`src/rtl/core/pcds_pkg.sv`:
```
package pcds_pkg;

  // Largest post divider searched for a parallel panel on channel 0.
  localparam int unsigned MaxDivider = 127;

  // Field widths.
  localparam int unsigned ClkW   = 20;
  localparam int unsigned MW     = $clog2(MaxDivider + 1);
  localparam int unsigned NW     = 7;
  localparam int unsigned ErrW   = 28;
  localparam int unsigned ProdW  = MW + ClkW;

  // Serial divider operand widths. The dividend holds K * n, below 2^20, and the
  // divisor is m. DsW also holds the larger step size.
  localparam int unsigned DsW    = 13;
  localparam int unsigned DdW    = DsW + NW;
  localparam int unsigned DivCntW = $clog2(DdW);

  // PLL step sizes in kHz: both are 375 kHz times a power of two.
  localparam int unsigned KOdd     = 375;
  localparam int unsigned KShPlain = 3;
  localparam int unsigned KShDbl   = 4;
  localparam int unsigned KPlain   = KOdd << KShPlain;
  localparam int unsigned KDbl     = KOdd << KShDbl;

  // Quotient by 375 through a reciprocal scaled by 2^RecipShift. Over the window
  // where n fits, the shifted product stays below 48000 and the estimate is exact.
  localparam int unsigned QW         = 16;
  localparam int unsigned RqW        = 2 * QW;
  localparam int unsigned RecipShift = 24;
  localparam int unsigned RecipK     = ((1 << RecipShift) + KOdd - 1) / KOdd;

  // Multiplier range.
  localparam int unsigned NMin   = 9;
  localparam int unsigned NMax   = 127;

  // Channel divider ranges.
  localparam int unsigned ParLo  = 6;
  localparam int unsigned SerM   = 7;
  localparam int unsigned Ch1Lo  = 1;
  localparam int unsigned Ch1Hi  = 15;

  localparam logic [ErrW-1:0] NoFitError = 28'h0FFFFFFF;

  // Commands from the controller to the datapath.
  typedef struct packed {
    logic init;
    logic mul;
    logic set_dbl;
    logic next_m;
    logic div_start;
    logic cap_n;
    logic cmp;
    logic load_out;
  } ctrl_cmd_t;

  // Status from the datapath to the controller.
  typedef struct packed {
    logic in_range;
    logic m_odd;
    logic m_last;
    logic dbl;
    logic div_busy;
    logic div_done;
  } dp_sts_t;

endpackage

```
`src/rtl/core/pcds_cfg_if.sv`:
```
interface pcds_cfg_if;
  logic valid;
  logic ready;
  logic parallel_interface;

  modport source (output valid, output parallel_interface, input ready);
  modport sink (input valid, input parallel_interface, output ready);
endinterface

```
`src/rtl/core/pcds_in_if.sv`:
```
interface pcds_in_if;
  logic                      valid;
  logic                      ready;
  logic                      channel;
  logic [pcds_pkg::ClkW-1:0] pixel_clock_khz;

  modport source (output valid, output channel, output pixel_clock_khz, input ready);
  modport sink (input valid, input channel, input pixel_clock_khz, output ready);
endinterface

```
`src/rtl/core/pcds_out_if.sv`:
```
interface pcds_out_if;
  logic                      valid;
  logic                      ready;
  logic [6:0]                divider_m;
  logic [pcds_pkg::NW-1:0]   pll_n;
  logic                      doubled;
  logic [pcds_pkg::ErrW-1:0] error_khz;
  logic                      found;

  modport source (
    output valid, output divider_m, output pll_n, output doubled,
    output error_khz, output found, input ready
  );
  modport sink (
    input valid, input divider_m, input pll_n, input doubled,
    input error_khz, input found, output ready
  );
endinterface

```
`src/rtl/core/pcds_div.sv`:
```
module pcds_div (
  input  logic                      clk_i,
  input  logic                      rst_ni,
  input  logic                      start_i,
  input  logic [pcds_pkg::DdW-1:0]  dividend_i,
  input  logic [pcds_pkg::DsW-1:0]  divisor_i,
  output logic [pcds_pkg::DdW-1:0]  quotient_o,
  output logic                      busy_o,
  output logic                      done_o
);

  logic                             busy_q, busy_d;
  logic                             done_q, done_d;
  logic [pcds_pkg::DivCntW-1:0]     cnt_q, cnt_d;
  logic [pcds_pkg::DdW-1:0]         dd_q, dd_d;
  logic [pcds_pkg::DsW-1:0]         ds_q, ds_d;
  logic [pcds_pkg::DsW-1:0]         rem_q, rem_d;
  logic [pcds_pkg::DsW:0]           rem_sh;
  logic [pcds_pkg::DsW:0]           rem_sub;
  logic                             ge;

  // One restoring step: shift in the next dividend bit and try the subtract.
  always_comb begin
    rem_sh  = {rem_q, dd_q[pcds_pkg::DdW-1]};
    ge      = rem_sh >= {1'b0, ds_q};
    rem_sub = rem_sh - {1'b0, ds_q};
  end

  // Sequencing: one quotient bit per cycle, the quotient shifts in behind the dividend.
  always_comb begin
    busy_d = busy_q;
    done_d = 1'b0;
    cnt_d  = cnt_q;
    dd_d   = dd_q;
    ds_d   = ds_q;
    rem_d  = rem_q;
    if (start_i) begin
      busy_d = 1'b1;
      cnt_d  = '0;
      dd_d   = dividend_i;
      ds_d   = divisor_i;
      rem_d  = '0;
    end else if (busy_q) begin
      rem_d = ge ? rem_sub[pcds_pkg::DsW-1:0] : rem_sh[pcds_pkg::DsW-1:0];
      dd_d  = {dd_q[pcds_pkg::DdW-2:0], ge};
      cnt_d = cnt_q + 1'b1;
      if (cnt_q == pcds_pkg::DivCntW'(pcds_pkg::DdW - 1)) begin
        busy_d = 1'b0;
        done_d = 1'b1;
      end
    end
  end

  always_ff @(posedge clk_i or negedge rst_ni) begin
    if (!rst_ni) begin
      busy_q <= 1'b0;
      done_q <= 1'b0;
      cnt_q  <= '0;
    end else begin
      busy_q <= busy_d;
      done_q <= done_d;
      cnt_q  <= cnt_d;
    end
  end

  always_ff @(posedge clk_i) begin
    dd_q  <= dd_d;
    ds_q  <= ds_d;
    rem_q <= rem_d;
  end

  assign quotient_o = dd_q;
  assign busy_o     = busy_q;
  assign done_o     = done_q;

endmodule

```
`src/rtl/core/pcds_dpath.sv`:
```
module pcds_dpath (
  input  logic                        clk_i,
  input  logic                        rst_ni,
  input  pcds_pkg::ctrl_cmd_t         cmd_i,
  output pcds_pkg::dp_sts_t           sts_o,
  input  logic                        par_i,
  input  logic                        channel_i,
  input  logic [pcds_pkg::ClkW-1:0]   pclk_i,
  output logic [6:0]                  divider_m_o,
  output logic [pcds_pkg::NW-1:0]     pll_n_o,
  output logic                        doubled_o,
  output logic [pcds_pkg::ErrW-1:0]   error_khz_o,
  output logic                        found_o
);

  localparam logic [pcds_pkg::ProdW-1:0] LoPlain =
    pcds_pkg::ProdW'(pcds_pkg::NMin * pcds_pkg::KPlain);
  localparam logic [pcds_pkg::ProdW-1:0] HiPlain =
    pcds_pkg::ProdW'((pcds_pkg::NMax + 1) * pcds_pkg::KPlain);
  localparam logic [pcds_pkg::ProdW-1:0] LoDbl =
    pcds_pkg::ProdW'(pcds_pkg::NMin * pcds_pkg::KDbl);
  localparam logic [pcds_pkg::ProdW-1:0] HiDbl =
    pcds_pkg::ProdW'((pcds_pkg::NMax + 1) * pcds_pkg::KDbl);

  logic [pcds_pkg::ClkW-1:0]  clk_q;
  logic [pcds_pkg::MW-1:0]    m_q;
  logic [pcds_pkg::MW-1:0]    hi_q;
  logic                       dbl_q;
  logic [pcds_pkg::ProdW-1:0] prod_q;
  logic [pcds_pkg::NW-1:0]    n_q;
  logic [pcds_pkg::MW-1:0]    best_m_q;
  logic [pcds_pkg::NW-1:0]    best_n_q;
  logic                       best_dbl_q;
  logic [pcds_pkg::ErrW-1:0]  best_diff_q;
  logic [6:0]                 out_m_q;
  logic [pcds_pkg::NW-1:0]    out_n_q;
  logic                       out_dbl_q;
  logic [pcds_pkg::ErrW-1:0]  out_err_q;
  logic                       out_found_q;

  logic [pcds_pkg::DsW-1:0]   k;
  logic [pcds_pkg::DdW-1:0]   kn;
  logic [pcds_pkg::QW-1:0]    q_x;
  logic [pcds_pkg::RqW-1:0]   q_prod;
  logic [pcds_pkg::NW-1:0]    n_est;
  logic [pcds_pkg::DdW-1:0]   div_dd;
  logic [pcds_pkg::DsW-1:0]   div_ds;
  logic [pcds_pkg::DdW-1:0]   quo;
  logic                       div_busy;
  logic                       div_done;
  logic [pcds_pkg::ClkW-1:0]  diff;
  logic [pcds_pkg::MW-1:0]    lo_sel;
  logic [pcds_pkg::MW-1:0]    hi_sel;
  logic                       in_range;

  // Step size of the current candidate and the window that n must fall in.
  always_comb begin
    k  = dbl_q ? pcds_pkg::DsW'(pcds_pkg::KDbl) : pcds_pkg::DsW'(pcds_pkg::KPlain);
    kn = pcds_pkg::DdW'(k) * pcds_pkg::DdW'(n_q);
    if (dbl_q) begin
      in_range = (prod_q >= LoDbl) && (prod_q < HiDbl);
    end else begin
      in_range = (prod_q >= LoPlain) && (prod_q < HiPlain);
    end
  end

  // n = m * clock / K: shift out the power of two in K, then multiply by the
  // scaled reciprocal of 375. Only used when n falls in the fitting window.
  always_comb begin
    q_x    = dbl_q ? pcds_pkg::QW'(prod_q >> pcds_pkg::KShDbl)
                   : pcds_pkg::QW'(prod_q >> pcds_pkg::KShPlain);
    q_prod = pcds_pkg::RqW'(q_x) * pcds_pkg::RqW'(pcds_pkg::RecipK);
    n_est  = pcds_pkg::NW'(q_prod >> pcds_pkg::RecipShift);
  end

  // Divider operands: K * n / m gives the achieved clock.
  assign div_dd = kn;
  assign div_ds = pcds_pkg::DsW'(m_q);

  pcds_div u_div (
    .clk_i      (clk_i),
    .rst_ni     (rst_ni),
    .start_i    (cmd_i.div_start),
    .dividend_i (div_dd),
    .divisor_i  (div_ds),
    .quotient_o (quo),
    .busy_o     (div_busy),
    .done_o     (div_done)
  );

  // Divider range for the requested channel.
  always_comb begin
    if (channel_i) begin
      lo_sel = pcds_pkg::MW'(pcds_pkg::Ch1Lo);
      hi_sel = pcds_pkg::MW'(pcds_pkg::Ch1Hi);
    end else if (par_i) begin
      lo_sel = pcds_pkg::MW'(pcds_pkg::ParLo);
      hi_sel = pcds_pkg::MW'(pcds_pkg::MaxDivider);
    end else begin
      lo_sel = pcds_pkg::MW'(pcds_pkg::SerM);
      hi_sel = pcds_pkg::MW'(pcds_pkg::SerM);
    end
  end

  // Shortfall of the achieved clock; it never goes negative.
  assign diff = clk_q - quo;

  // Search registers.
  always_ff @(posedge clk_i) begin
    if (cmd_i.init) begin
      clk_q       <= pclk_i;
      m_q         <= lo_sel;
      hi_q        <= hi_sel;
      dbl_q       <= 1'b0;
      best_m_q    <= '0;
      best_n_q    <= '0;
      best_dbl_q  <= 1'b0;
      best_diff_q <= pcds_pkg::NoFitError;
    end else begin
      if (cmd_i.mul) begin
        prod_q <= pcds_pkg::ProdW'(m_q) * pcds_pkg::ProdW'(clk_q);
      end
      if (cmd_i.set_dbl) begin
        dbl_q <= 1'b1;
      end
      if (cmd_i.next_m) begin
        m_q   <= m_q + pcds_pkg::MW'(1);
        dbl_q <= 1'b0;
      end
      if (cmd_i.cap_n) begin
        n_q <= n_est;
      end
      if (cmd_i.cmp && (pcds_pkg::ErrW'(diff) < best_diff_q)) begin
        best_diff_q <= pcds_pkg::ErrW'(diff);
        best_m_q    <= m_q;
        best_n_q    <= n_q;
        best_dbl_q  <= dbl_q;
      end
    end
  end

  // Output word register, held until the sink takes it.
  always_ff @(posedge clk_i) begin
    if (cmd_i.load_out) begin
      out_m_q     <= best_m_q[6:0];
      out_n_q     <= best_n_q;
      out_dbl_q   <= best_dbl_q;
      out_err_q   <= best_diff_q;
      out_found_q <= best_m_q != '0;
    end
  end

  always_comb begin
    sts_o.in_range = in_range;
    sts_o.m_odd    = m_q[0];
    sts_o.m_last   = m_q == hi_q;
    sts_o.dbl      = dbl_q;
    sts_o.div_busy = div_busy;
    sts_o.div_done = div_done;
  end

  assign divider_m_o = out_m_q;
  assign pll_n_o     = out_n_q;
  assign doubled_o   = out_dbl_q;
  assign error_khz_o = out_err_q;
  assign found_o     = out_found_q;

endmodule

```
`src/rtl/core/pcds_ctrl.sv`:
```
module pcds_ctrl (
  input  logic                 clk_i,
  input  logic                 rst_ni,
  input  logic                 in_valid_i,
  output logic                 in_ready_o,
  output logic                 out_valid_o,
  input  logic                 out_ready_i,
  input  pcds_pkg::dp_sts_t    sts_i,
  output pcds_pkg::ctrl_cmd_t  cmd_o
);

  localparam logic [2:0] StIdle = 3'd0;
  localparam logic [2:0] StMul  = 3'd1;
  localparam logic [2:0] StChk  = 3'd2;
  localparam logic [2:0] StAch  = 3'd4;
  localparam logic [2:0] StDivA = 3'd5;
  localparam logic [2:0] StNext = 3'd6;
  localparam logic [2:0] StDone = 3'd7;

  logic [2:0] state_q, state_d;
  logic       out_valid_q, out_valid_d;

  // Search sequencing: per divider one product, then up to two candidates.
  always_comb begin
    state_d     = state_q;
    out_valid_d = out_valid_q & ~out_ready_i;
    cmd_o       = '0;
    unique case (state_q)
      StIdle: begin
        if (in_valid_i) begin
          cmd_o.init = 1'b1;
          state_d    = StMul;
        end
      end
      StMul: begin
        cmd_o.mul = 1'b1;
        state_d   = StChk;
      end
      StChk: begin
        if (sts_i.in_range) begin
          cmd_o.cap_n = 1'b1;
          state_d     = StAch;
        end else begin
          state_d = StNext;
        end
      end
      StAch: begin
        cmd_o.div_start = 1'b1;
        state_d         = StDivA;
      end
      StDivA: begin
        if (sts_i.div_done) begin
          cmd_o.cmp = 1'b1;
          state_d   = StNext;
        end
      end
      StNext: begin
        if (!sts_i.dbl && sts_i.m_odd) begin
          cmd_o.set_dbl = 1'b1;
          state_d       = StChk;
        end else if (sts_i.m_last) begin
          state_d = StDone;
        end else begin
          cmd_o.next_m = 1'b1;
          state_d      = StMul;
        end
      end
      StDone: begin
        if (!out_valid_q || out_ready_i) begin
          cmd_o.load_out = 1'b1;
          out_valid_d    = 1'b1;
          state_d        = StIdle;
        end
      end
      default: begin
        state_d = StIdle;
      end
    endcase
  end

  always_ff @(posedge clk_i or negedge rst_ni) begin
    if (!rst_ni) begin
      state_q     <= StIdle;
      out_valid_q <= 1'b0;
    end else begin
      state_q     <= state_d;
      out_valid_q <= out_valid_d;
    end
  end

  assign in_ready_o  = state_q == StIdle;
  assign out_valid_o = out_valid_q;

endmodule

```
`src/rtl/core/pixel_clock_divider_search.sv`:
```
// Pixel clock divider search. Each input word (channel, pixel clock in kHz) yields one
// result word with the post divider m, the PLL multiplier n in 3 MHz steps, the doubled
// flag, the shortfall in kHz and a found flag. The search visits each divider in the
// channel's range in turn: it first forms m times the clock, then each candidate (plain,
// and doubled for odd m) is dropped when n falls outside 9..127 or, when it fits, takes
// one 20-step pass through the serial divider that forms the achieved clock. Channel 0
// searches dividers 6..127 on a parallel panel and only the single divider of seven on a
// serial one; channel 1 searches 1..15. One word is searched at a time; a finished word
// waits in the output register while the next word is accepted. The parallel-interface
// register resets to 1 and is to be written by the user only while no search is running;
// the block itself does not enforce this.
module pixel_clock_divider_search (
  input  logic        clk_i,
  input  logic        rst_ni,
  pcds_cfg_if.sink    cfg_ch,
  pcds_in_if.sink     in_ch,
  pcds_out_if.source  out_ch
);

  logic                 par_q;
  pcds_pkg::ctrl_cmd_t  cmd;
  pcds_pkg::dp_sts_t    sts;

  // Parallel-interface configuration register.
  assign cfg_ch.ready = 1'b1;

  always_ff @(posedge clk_i or negedge rst_ni) begin
    if (!rst_ni) begin
      par_q <= 1'b1;
    end else if (cfg_ch.valid) begin
      par_q <= cfg_ch.parallel_interface;
    end
  end

  pcds_ctrl u_ctrl (
    .clk_i       (clk_i),
    .rst_ni      (rst_ni),
    .in_valid_i  (in_ch.valid),
    .in_ready_o  (in_ch.ready),
    .out_valid_o (out_ch.valid),
    .out_ready_i (out_ch.ready),
    .sts_i       (sts),
    .cmd_o       (cmd)
  );

  pcds_dpath u_dpath (
    .clk_i       (clk_i),
    .rst_ni      (rst_ni),
    .cmd_i       (cmd),
    .sts_o       (sts),
    .par_i       (par_q),
    .channel_i   (in_ch.channel),
    .pclk_i      (in_ch.pixel_clock_khz),
    .divider_m_o (out_ch.divider_m),
    .pll_n_o     (out_ch.pll_n),
    .doubled_o   (out_ch.doubled),
    .error_khz_o (out_ch.error_khz),
    .found_o     (out_ch.found)
  );

  // A division is never started while the divider is still working.
  a_div_idle_on_start: assert property (@(posedge clk_i) disable iff (!rst_ni)
    cmd.div_start |-> !sts.div_busy)
    else $error("division started while divider busy");

  // A word with no fit carries the no-fit pattern.
  a_no_fit_word: assert property (@(posedge clk_i) disable iff (!rst_ni)
    (out_ch.valid && !out_ch.found) |->
      (out_ch.error_khz == pcds_pkg::NoFitError && out_ch.pll_n == '0 && !out_ch.doubled))
    else $error("no-fit word has stray fields");

  // A chosen multiplier always lies in the legal range.
  a_n_in_range: assert property (@(posedge clk_i) disable iff (!rst_ni)
    (out_ch.valid && out_ch.found) |->
      (out_ch.pll_n >= pcds_pkg::NW'(pcds_pkg::NMin)))
    else $error("chosen multiplier below range");

  // A compare only follows a finished division.
  a_cmp_after_div: assert property (@(posedge clk_i) disable iff (!rst_ni)
    cmd.cmp |-> sts.div_done)
    else $error("candidate compared without a finished division");

endmodule
```
`src/flat_wrapper.sv`:
```
// flat-port wrapper written by rule: the top's interface ports become plain ports
module pixel_clock_divider_search_flat 
  (clk_i, rst_ni, cfg_ch_valid, cfg_ch_parallel_interface, cfg_ch_ready, in_ch_valid, in_ch_channel, in_ch_pixel_clock_khz, in_ch_ready, out_ch_valid, out_ch_divider_m, out_ch_pll_n, out_ch_doubled, out_ch_error_khz, out_ch_found, out_ch_ready);
  pcds_cfg_if cfg_ch_i ();
  pcds_in_if in_ch_i ();
  pcds_out_if out_ch_i ();
  input  logic clk_i;
  input  logic rst_ni;
  input wire logic [$bits(cfg_ch_i.valid)-1:0] cfg_ch_valid;
  input wire logic [$bits(cfg_ch_i.parallel_interface)-1:0] cfg_ch_parallel_interface;
  output wire logic [$bits(cfg_ch_i.ready)-1:0] cfg_ch_ready;
  input wire logic [$bits(in_ch_i.valid)-1:0] in_ch_valid;
  input wire logic [$bits(in_ch_i.channel)-1:0] in_ch_channel;
  input wire logic [$bits(in_ch_i.pixel_clock_khz)-1:0] in_ch_pixel_clock_khz;
  output wire logic [$bits(in_ch_i.ready)-1:0] in_ch_ready;
  output wire logic [$bits(out_ch_i.valid)-1:0] out_ch_valid;
  output wire logic [$bits(out_ch_i.divider_m)-1:0] out_ch_divider_m;
  output wire logic [$bits(out_ch_i.pll_n)-1:0] out_ch_pll_n;
  output wire logic [$bits(out_ch_i.doubled)-1:0] out_ch_doubled;
  output wire logic [$bits(out_ch_i.error_khz)-1:0] out_ch_error_khz;
  output wire logic [$bits(out_ch_i.found)-1:0] out_ch_found;
  input wire logic [$bits(out_ch_i.ready)-1:0] out_ch_ready;
  assign cfg_ch_i.valid = cfg_ch_valid;
  assign cfg_ch_i.parallel_interface = cfg_ch_parallel_interface;
  assign cfg_ch_ready = cfg_ch_i.ready;
  assign in_ch_i.valid = in_ch_valid;
  assign in_ch_i.channel = in_ch_channel;
  assign in_ch_i.pixel_clock_khz = in_ch_pixel_clock_khz;
  assign in_ch_ready = in_ch_i.ready;
  assign out_ch_valid = out_ch_i.valid;
  assign out_ch_divider_m = out_ch_i.divider_m;
  assign out_ch_pll_n = out_ch_i.pll_n;
  assign out_ch_doubled = out_ch_i.doubled;
  assign out_ch_error_khz = out_ch_i.error_khz;
  assign out_ch_found = out_ch_i.found;
  assign out_ch_i.ready = out_ch_ready;
  pixel_clock_divider_search u_core (.clk_i(clk_i), .rst_ni(rst_ni), .cfg_ch(cfg_ch_i), .in_ch(in_ch_i), .out_ch(out_ch_i));
endmodule
```
`config.mk`:
```
export PLATFORM = sky130hd
export DESIGN_NAME = pixel_clock_divider_search_flat
export DESIGN_NICKNAME = d
export VERILOG_FILES = /design/src/rtl/core/pcds_pkg.sv /design/src/rtl/core/pcds_cfg_if.sv /design/src/rtl/core/pcds_in_if.sv /design/src/rtl/core/pcds_out_if.sv /design/src/rtl/core/pcds_div.sv /design/src/rtl/core/pcds_dpath.sv /design/src/rtl/core/pcds_ctrl.sv /design/src/rtl/core/pixel_clock_divider_search.sv /design/src/flat_wrapper.sv
export SDC_FILE = /design/constraint.sdc
export NUM_CORES = 1
export LEC_CHECK = 0
export BUFFER_PORTS_ARGS = -buffer_cell sky130_fd_sc_hd__buf_2
export CAP_MARGIN = 20
export CORE_MARGIN = 2
export CORE_UTILIZATION = 25
export CTS_BUF_LIST = sky130_fd_sc_hd__clkbuf_16
export DETAILED_ROUTE_END_ITERATION = 10
export HOLD_SLACK_MARGIN = 0.15
export PLACE_DENSITY = 0.45
export SLEW_MARGIN = 25
export SYNTH_ARGS = -nofsm -noshare
export SYNTH_HDL_FRONTEND = slang
export SYNTH_SLANG_ARGS = --single-unit
```
`constraint.sdc`:
```
create_clock -name clk_i -period 14.93 [get_ports clk_i]
set_input_delay 0.7465 -clock clk_i [delete_from_list [all_inputs] [get_ports clk_i]]
set_output_delay 0.7465 -clock clk_i [all_outputs]
set_load 0.005 [all_outputs]
```
==> run metrics <==
status finished clean; largest net degree at the start of global routing 47; worst setup path class reg -> reg; drt drc 0; Primary FF master, synth edfxtp_1; RR Endpoint u_core.u_dpath.n_q[6]$_DFFE_PP_; clock slew at reported path FFs approximately 0.080 ns; worst stage delay on the critical path about 0.54 ns; remaining antenna violation count after routing 0; Synth cell types a little over 80; #FFs+latches synth around 190; Root Driver clkbuf_16; Seq/Total Area, Yosys between 20% and 30%; Rel. slew slack between 40% and 50%; initial antenna violation count 2; GP Congestion about 0.85; CTS Buf Count 17; Worst-Skew Late Latency ~0.47 ns; first-pass GRT wire length roughly 74000 um; Slew Limit Fails 0; critical path required time approximately 15 ns; Worst Tran Pin Value about 0.8 ns; fin area 21000 um^2; average cell area after synthesis 9.91 um^2; Worst Path Arrival roughly 6.4 ns; initial core utilization around a quarter; Syn Inst Count about 1900; DR iter-0 viols between 500 and 600; Hold Path Cell Cnt 0; Final setup viols 0; DIE AREA about 78000 um^2; Ports 74; worst hold path startpoint u_core.u_dpath.best_n_q[4]$_SDFFE_PP0P_; port bufs 72; die height 279 um; Total Nets Final about 2400; Final Cycle Share roughly two fifths; Cell Rows 100; setup_tns 0 ns; EDFF count, synth between 100 and 150; final hold viol count 0; YS warnings 0; cells along the critical path buf_4, mux2i_1, inv_1, ha_1, inv_1, fa_1, inv_1, fa_1, fa_1, fa_1, inv_1, fa_1, inv_1, ha_1, o21ai_0, a21oi_1, a31o_2, a31oi_1, a31oi_1, a21oi_1, xnor2_1; Critical Path Fanout Max 38; vias in the first global route between 10000 and 15000; clock period minus worst slack 6.17 ns; Die Wd approximately 280 um; HP Class reg -> reg; Setup Skew approximately 0.021 ns; CTS tree done; Placed Cells 2910; First-pass DRT Iterations 5; max frequency about 0.16 GHz; crit end category register; Post-synth ARST share under 10%; post-synth top area cell edfxtp_1; FF-to-FF Start u_core.u_dpath.dbl_q$_SDFFE_PP0P_; Max Root-Sink Buffers 2; DP Area 20400 um^2; # clock sinks 189; gr ovfl total 0; DRT Wirelength ~46000 um; core box area between 70000 and 80000 um^2; startpoint types register; post-CTS setup buffers 0; share of the synthesized area in the top cell type roughly a fifth; largest cells by area after synthesis edfxtp_1, fa_1, ha_1; via count between 10000 and 15000; Min-Delay Endpoint u_core.u_dpath.pll_n_o[4]$_DFFE_PP_; non-filler cells, final around 3000; synthesis-to-layout area growth 11.0%; total track usage roughly 12%; max_cap viols 0; worst-case reg-to-reg path depth 21; post-detailed-placement half-perimeter wirelength ~37000 um; R2R Setup Slk roughly 8.8 ns; Routed WL per cell 15.5 um; synthesized area approximately 19000 um^2; Final Core Density 28.2%; slowest CP cell fa_1; Vias/cell 4.52; share of cells above drive strength 1 a little over 8%; H-tree depth 4; RSZ-0062 raised after global routing no
==> layout make-up <==
type	instances	area, um^2
Timing Repair Buffer	89	510
Multi-Input combinational cell	1329	12300
Clock buffer	18	450
Clock inverter	14	145
Fill cell	7847	53700
Antenna cell	1	2.50
Tap cell	969	1210
Sequential cell	189	5120
Inverter	336	1260
==> cell families after synthesis <==
family          count (synthesis)  synth area share (%)
other cells                     2                0.0396
flops                         189                  27.0
buf+inv                       395                  8.05
simple gates                  463                  12.3
xor+xnor                       81                  3.74
compound gates                300                  10.3
mux                            50                  2.69
fa+ha+maj                     432                  35.9
==> cells in the final DEF, fill, tap and decap left out, types with 8 or more instances in the layout <==
master     count
inv_1        335
ha_1         247
fa_1         185
nand2_1      141
edfxtp_1     127
and2_1        91
nor2_1        88
a21oi_1       78
buf_2         72
o21ai_0       69
dfxtp_1       50
xnor2_1       45
mux2i_1       42
xor2_1        36
a21o_1        34
nor3_1        20
nand3_1       20
clkbuf_16     18
a211oi_1      17
nand4_1       17
buf_4         14
o21a_1        13
nor4_1        12
nand2b_1      12
o211ai_1      11
a31oi_1       11
dfrtp_1       11
and3_1        10
nor2b_1        9
mux2_2         8
==> metrics by stage <==
step	hold slack (ns)	setup WS [ns]
final	0.444	8.76
after floorplan	0.408	8.88
after detailed placement	0.428	8.69
after global placement	0.420	8.79
after CTS	0.424	8.69
after global routing	0.431	8.34
==> flip-flops by register name (all words and copies together), names as in the netlist, 2 cells and up <==
name and cells:
u_core.u_dpath.u_div.quotient_o 20, u_core.u_dpath.m_q 7, u_core.u_dpath.hi_q 2, u_core.u_dpath.clk_q 20, u_core.u_dpath.u_div.ds_q 7, u_core.u_ctrl.state_q 3
u_core.u_dpath.prod_q 27, u_core.u_dpath.best_diff_q 21, u_core.u_dpath.n_q 7, u_core.u_dpath.u_div.cnt_q 5, u_core.u_dpath.error_khz_o 21, u_core.u_dpath.best_m_q 7
u_core.u_dpath.u_div.rem_q 13, u_core.u_dpath.best_n_q 7, u_core.u_dpath.divider_m_o 7, u_core.u_dpath.pll_n_o 7
==> worst max-delay path by stage <==
stage	start	end	depth (start not counted)
3_3_place_gp	u_core.u_dpath.dbl_q$_SDFFE_PP0P_	u_core.u_dpath.n_q[6]$_DFFE_PP_	21
4_1_cts	u_core.u_dpath.dbl_q$_SDFFE_PP0P_	u_core.u_dpath.n_q[6]$_DFFE_PP_	21
2_1_floorplan	u_core.u_dpath.dbl_q$_SDFFE_PP0P_	u_core.u_dpath.n_q[6]$_DFFE_PP_	22
5_1_grt	u_core.u_dpath.dbl_q$_SDFFE_PP0P_	u_core.u_dpath.n_q[6]$_DFFE_PP_	21
3_5_place_dp	u_core.u_dpath.dbl_q$_SDFFE_PP0P_	u_core.u_dpath.n_q[6]$_DFFE_PP_	21
6_report	u_core.u_dpath.dbl_q$_SDFFE_PP0P_	u_core.u_dpath.n_q[6]$_DFFE_PP_	21
==> what timing repair did <==
action / 4_1_cts / 5_1_grt
endpoints found under the hold margin: 11 / 0
setup endpoints to repair: 0 / 0
hold buffers: 1 / 0
gates resized for setup: 0 / 0
==> metal layers <==
metal  track usage, %  wire, um  vias to the layer above
met5                0         0                        -
met4             2.33       394                        0
met3             1.68       972                       20
met2             19.6     20900                      134
met1             16.9     23200                     6671
li1                 -         -                     6493
==> critical path, delay by kind of cell (launching register included) <==
family | cells | cell delay, ns
adders and majority gates | 7 | 3.23
xor gates and xnor gates | 1 | 0.08
buffers and inverters | 6 | 0.77
AOI/OAI and AO/OA | 6 | 1.14
DFF | 1 | 0.32
muxes | 1 | 0.35
==> Yosys cell counts (7+ instances only) <==
library cell and instances:
nor3_1 21, fa_1 185, dfxtp_1 50, a21o_2 7, o21ai_0 70, ha_1 247
nand2b_1 13, xor2_1 36, inv_1 334, nor2b_1 9, a21oi_1 78, o21a_1 13
and3_1 10, xnor2_1 45, nor2_1 89, clkbuf_1 45, or4_1 7, edfxtp_1 127
mux2i_1 42, or2_2 7, o21bai_1 7, a211oi_1 17, nor4_1 12, o211ai_1 11
dfrtp_1 11, or3_1 7, a21o_1 34, nand3_1 20, nand4_1 17, a31oi_1 11
nand2_1 141, buf_4 8, and2_1 91, mux2_2 8
Power is not shown: default switching activity piles up to over one toggle a cycle in this logic, so the estimate is an artifact.
